--- src/rtl/egs_pkg.sv ---
// ----------------------------------------------------------------------------
// egs_pkg
// Shared widths, control structs and the exp lookup table of the endpoint
// gaussian similarity block.
// ----------------------------------------------------------------------------
package egs_pkg;

  localparam int COORD_W   = 16;
  localparam int AXES      = 3;
  localparam int PT_W      = AXES * COORD_W;
  localparam int PAIRS     = 4;
  localparam int MAG_W     = COORD_W;
  localparam int SQ_W      = 2 * MAG_W;
  localparam int PAIR_W    = SQ_W + 2;
  localparam int D_W       = PAIR_W + 1;

  localparam int KW_W      = 16;
  localparam logic [KW_W-1:0] KW_RESET = 16'd1024;
  localparam int LIM_SHIFT = 5;
  localparam int LIM_W     = 2 * KW_W + LIM_SHIFT;

  localparam int EXP_DEPTH = 64;
  localparam int IDX_W     = $clog2(EXP_DEPTH);
  localparam int TAB_IDX_W = $clog2(EXP_DEPTH + 1);
  localparam int FRAC_W    = 8;
  localparam int Q_W       = IDX_W + FRAC_W;
  localparam int RES_W     = 16;
  localparam int TERMS     = 2;
  localparam int LATENCY   = 22;
  localparam int FLIGHT_W  = $clog2(LATENCY + 1);

  typedef struct packed {
    logic valid;
    logic same;
  } dist_ctl_t;

  typedef struct packed {
    logic valid;
    logic zero;
  } div_ctl_t;

  typedef logic [RES_W-1:0] exp_tab_t [EXP_DEPTH+1];

  // exp(-a) over a in [0,16], q2.14, built from a truncated taylor step
  function automatic exp_tab_t build_exp_tab();
    exp_tab_t tab;
    longint unsigned x;
    longint unsigned term;
    longint unsigned e;
    longint unsigned cur;
    x    = (64'd16 << 30) / EXP_DEPTH;
    term = 64'd1 << 30;
    e    = term;
    cur  = term;
    for (int N = 1; N <= 20; N++) begin
      term = ((term * x) >> 30) / 64'(N);
      if (N % 2 == 1) begin
        e = (e >= term) ? e - term : 64'd0;
      end else begin
        e = e + term;
      end
    end
    for (int K = 0; K <= EXP_DEPTH; K++) begin
      tab[K] = RES_W'((cur + (64'd1 << 15)) >> 16);
      cur    = (cur * e + (64'd1 << 29)) >> 30;
    end
    return tab;
  endfunction

  localparam exp_tab_t EXP_TAB = build_exp_tab();

endpackage

--- src/rtl/egs_div.sv ---
// ----------------------------------------------------------------------------
// egs_div
// Pipelined restoring divider, one quotient bit per stage: gives
// floor(num * 2^Q_W / lim) for num below lim.
// ----------------------------------------------------------------------------
module egs_div (
  input  logic                       clk,
  input  logic                       rst,
  input  egs_pkg::div_ctl_t          in_ctl,
  input  logic [egs_pkg::D_W-1:0]    num,
  input  logic [egs_pkg::LIM_W-1:0]  lim,
  output egs_pkg::div_ctl_t          out_ctl,
  output logic [egs_pkg::Q_W-1:0]    quo
);

  logic [egs_pkg::LIM_W-1:0] rem [egs_pkg::Q_W];
  logic [egs_pkg::Q_W-1:0]   q   [egs_pkg::Q_W];
  egs_pkg::div_ctl_t         ctl [egs_pkg::Q_W];

  for (genvar k = 0; k < egs_pkg::Q_W; k++) begin : g_step
    logic [egs_pkg::LIM_W-1:0] rin;
    logic [egs_pkg::Q_W-1:0]   qin;
    egs_pkg::div_ctl_t         cin;
    logic [egs_pkg::LIM_W:0]   dbl;
    logic                      ge;

    if (k == 0) begin : g_first
      assign rin = egs_pkg::LIM_W'(num);
      assign qin = '0;
      assign cin = in_ctl;
    end else begin : g_rest
      assign rin = rem[k-1];
      assign qin = q[k-1];
      assign cin = ctl[k-1];
    end

    assign dbl = {rin, 1'b0};
    assign ge  = dbl >= {1'b0, lim};

    always_ff @(posedge clk) begin
      if (rst) begin
        ctl[k] <= '0;
      end else begin
        ctl[k] <= cin;
      end
      rem[k] <= ge ? egs_pkg::LIM_W'(dbl - {1'b0, lim}) : egs_pkg::LIM_W'(dbl);
      q[k]   <= {qin[egs_pkg::Q_W-2:0], ge};
    end
  end

  assign out_ctl = ctl[egs_pkg::Q_W-1];
  assign quo     = q[egs_pkg::Q_W-1];

endmodule

--- config.mk ---
export PLATFORM = sky130hd
export DESIGN_NAME = egs_div
export DESIGN_NICKNAME = d
export VERILOG_FILES = /design/src/rtl/egs_pkg.sv /design/src/rtl/egs_div.sv
export SDC_FILE = /design/constraint.sdc
export NUM_CORES = 2
export LEC_CHECK = 0
export ABC_AREA = 1
export BUFFER_PORTS_ARGS = -buffer_cell sky130_fd_sc_hd__buf_2
export CAP_MARGIN = 20
export CORE_UTILIZATION = 45
export DETAILED_ROUTE_END_ITERATION = 8
export HOLD_SLACK_MARGIN = 0.02
export PLACE_DENSITY = 0.58
export SYNTH_ARGS = -nofsm -noshare
export SYNTH_HDL_FRONTEND = slang
export SYNTH_SLANG_ARGS = --single-unit
--- constraint.sdc ---
create_clock -name clk -period 8.25 [get_ports clk]
set_input_delay 1.65 -clock clk [delete_from_list [all_inputs] [get_ports clk]]
set_output_delay 1.65 -clock clk [all_outputs]
set_load 0.005 [all_outputs]
==> results.cfg <==
[clock_tree]
worst_skew_pair.late_latency_ns = 0.69
ctsHtreeMaxLevel = 3
cts.sink_count = 614
post_cts_gate_resize_count = 0
hold_buffers = 0
clk_path_buf_depth = 3
cts_made_buffers = 77
worst_setup_hold_path_clk_slew_ns = 0.06
cts_tree = done
postCtsSetupBuffers = 0
clockRootBuffer = sky130_fd_sc_hd__clkbuf_16

[placed_design]
placement_stage_cell_area_um2 = 59600
place_hpwl_um = 183000
pre_cts_setup_slack_ns = 2.88
gp_congestion = 1.02
port_buffers = 91
place_inst = 11500

[yosys]
synthTopCellsByArea = sky130_fd_sc_hd__nand2_1 (25%), sky130_fd_sc_hd__dfxtp_1 (21%), sky130_fd_sc_hd__ha_1 (11%)
ys_async_sr_fraction = 0
synth_top_area_frac = 0.246
synth_commonest_cells = sky130_fd_sc_hd__nand2_1 (3787), sky130_fd_sc_hd__inv_1 (1542), sky130_fd_sc_hd__nand3_1 (912)
leading_register_cell_type_out_of_synthesis = sky130_fd_sc_hd__dfxtp_1
syn-mean-instance-area_um2 = 5.88
synth_cell_types = 40
mappedNetlistArea_um2 = 57800
postSynthRegisterBits = 614
synth-seq-area-share = 0.213
synth.most_common_cell = sky130_fd_sc_hd__nand2_1
synth_edf_count = 0
synthCells = 9828
yosys_warnings = 0
synth_top_cell_by_area = sky130_fd_sc_hd__nand2_1
syn_nets = 10400

[route]
post_drt_wl_per_cell_um = 19.9
vias = 61400
routed_wirelength_um = 232000
drt-vias-per-instance = 5.27
route.antenna.remaining_nets = 0
drt-initial-drc-count = 5962
drt_first_pass_iters = 6
post_route_drc = 0

[global_route]
grtUsageMet2 = 0.536
pin_count_of_the_biggest_net_entering_global_routing = 53
antenna_found_initial = 10
wire_length_of_the_first_global_routing_pass_um = 345000
global_route.usage.met3 = 0.0559
groute.layer.met1.usage = 0.478
grt_most_used_layer = met2
grt_pass1_vias = 57100
global_route.overflow_total = 0
gr-usage-all-layers = 0.349

[pwr]
max-vdd-ir-drop_mv = 0.211
intPower_mw = 12.1
totalPowerFinal_mw = 26.2
power.share.switching = 0.539
power_density_normalized_to_cell_area_nw_per_um2 = 420
p_leak_nw = 35.2
pwr-share-comb = 0.637
clock_power_share = 0.139
switchingPower_mw = 14.1
sequential_power_share = 0.225

[run]
cap_violations = 0

[layout]
fin_area_um2 = 62300
synthToLayoutAreaGrowth_pct = 7.76
multi_input_area_um2 = 38300
sequential_cell_area_um2 = 12300
net_total_in_the_final_layout = 10500
final_cell_count_no_fill = 11600
fillers = 13800
postLayoutCoreUtil = 0.489
post_route_cells_drive_above_1_share = 0.0664

[worst_setup_path]
path_common_cell = sky130_fd_sc_hd__nand2_1
end_kind = flip-flop
critical-path-top-delay-family = buffers and inverters
crit_path_max_fanout = 20
cpPeakStageDelay_ns = 0.79
worst_path_max_delay_cell = sky130_fd_sc_hd__nand4_1
worst-endpoint-arrival_ns = 5.26
cp_data_required_time_ns = 8.81
start_kind = input port
crit_type = input port to flip-flop
path_cells = buf_2 -> inv_1 -> buf_4 -> ha_1 -> nand2_2 -> nor2_2 -> nand2_1 -> nand2_1 -> a21oi_1 -> nand4_1 -> buf_4 -> nand3_1 -> nand2_1
cp.buffers_inverters = 4

[floorplanning]
chipWidth_um = 360
initial_core_util = 0.453
design.portCount = 92
coreArea_um2 = 128000
die_h_um = 360
dieArea_um2 = 130000
std_cell_rows = 131

[sta]
maxSlewHeadroom = 0.288
final_hold_viols = 0
finalCritPeriodShare = 0.570
finalSetupTns_ns = 0
final_period_minus_worst_setup_slack_ns = 4.70
tightestPinTransition_ns = 1.07
setup_repair_after_global_routing_missed_its_margin = no
holdWs_ns = 0.320
worst_slack_ns = 3.55
fin_skew_ns = 0.0275
achievable-frequency_ghz = 0.213
setup_viol_count_final = 0
final_max_slew_viol_count = 0

[worst_hold_path]
hold_path.class = flip-flop to flip-flop

[status]
outcome = complete, no violations
[state kept, by name, summed over array words and instances, names as in the netlist]
name	flops
q	105
rem	481
ctl	28
[placed cells by master, fill, tap and decap left out, types with 89 or more instances in the layout]
cell type                  Yosys  layout
sky130_fd_sc_hd__nor2_2       97      97
sky130_fd_sc_hd__ha_1        516     516
sky130_fd_sc_hd__xor2_1      234     234
sky130_fd_sc_hd__nand3_2     103     103
sky130_fd_sc_hd__buf_2        63      91
sky130_fd_sc_hd__a21oi_1     348     348
sky130_fd_sc_hd__nor3_1       89      89
sky130_fd_sc_hd__nand3b_1    120     120
sky130_fd_sc_hd__nand3_1     912     912
sky130_fd_sc_hd__nand2_1    3787    3787
sky130_fd_sc_hd__inv_1      1542    1527
sky130_fd_sc_hd__nor2_1      873     873
sky130_fd_sc_hd__dfxtp_1     614     614
[power groups by stage]
stage / clock network (mW) / logic [mW] / registers, mW
5_1_grt: 3.82 / 18.7 / 5.91
2_1_floorplan: 0 / 12.6 / 4.99
6_report: 3.63 / 16.7 / 5.88
3_3_place_gp: 0 / 16.2 / 5.92
4_1_cts: 3.70 / 16.4 / 5.84
3_5_place_dp: 0 / 16.3 / 5.88
[path summary, 6_finish.rpt]
kind | from | end | slack (ns) | cells past startpoint
min reg2reg | q[0][73] | q[0][88] | 0.32 | 0
max | lim[26] | rem[0][71] | 3.55 | 13
min | q[0][73] | q[0][88] | 0.32 | 0
max reg2reg | rem[0][24] | rem[0][71] | 5.02 | 10
[area by class of cell]
class	count	area share
Clock inverter	43	0.00853
Inverter	1575	0.0949
Multi-Input combinational cell	7490	0.615
Tap cell	1662	0.0334
Clock buffer	96	0.0342
Sequential cell	614	0.197
Timing Repair Buffer	166	0.0166
Antenna cell	1	0.0000402
[cell families after synthesis]
logic type,Yosys count,share of synthesized area
xor gates and xnor gates,246,0.0373
adders and majority gates,529,0.116
buffers and inverters,1724,0.125
AOI/OAI and AO/OA,583,0.0570
and+or+nand+nor,6132,0.453
DFF,614,0.213
[routing by layer]
layer | share of wire | up-vias
met2 | 0.42 | 2329
met3 | 0.080 | 436
met1 | 0.45 | 27800
met4 | 0.049 | 12
li1 | - | 30800
met5 | 0.00035 | -
[worst register-to-register path, delay by kind of cell (launching register included)]
kind / cells / cell delay (ns)
buffers and inverters: 1 / 0.58
AO/OA/AOI/OAI: 2 / 0.42
flip-flops: 1 / 0.50
adder cells (fa/ha/maj): 1 / 0.39
AND/OR/NAND/NOR: 6 / 1.22
Note: power is estimated with default switching activity, not from simulation.
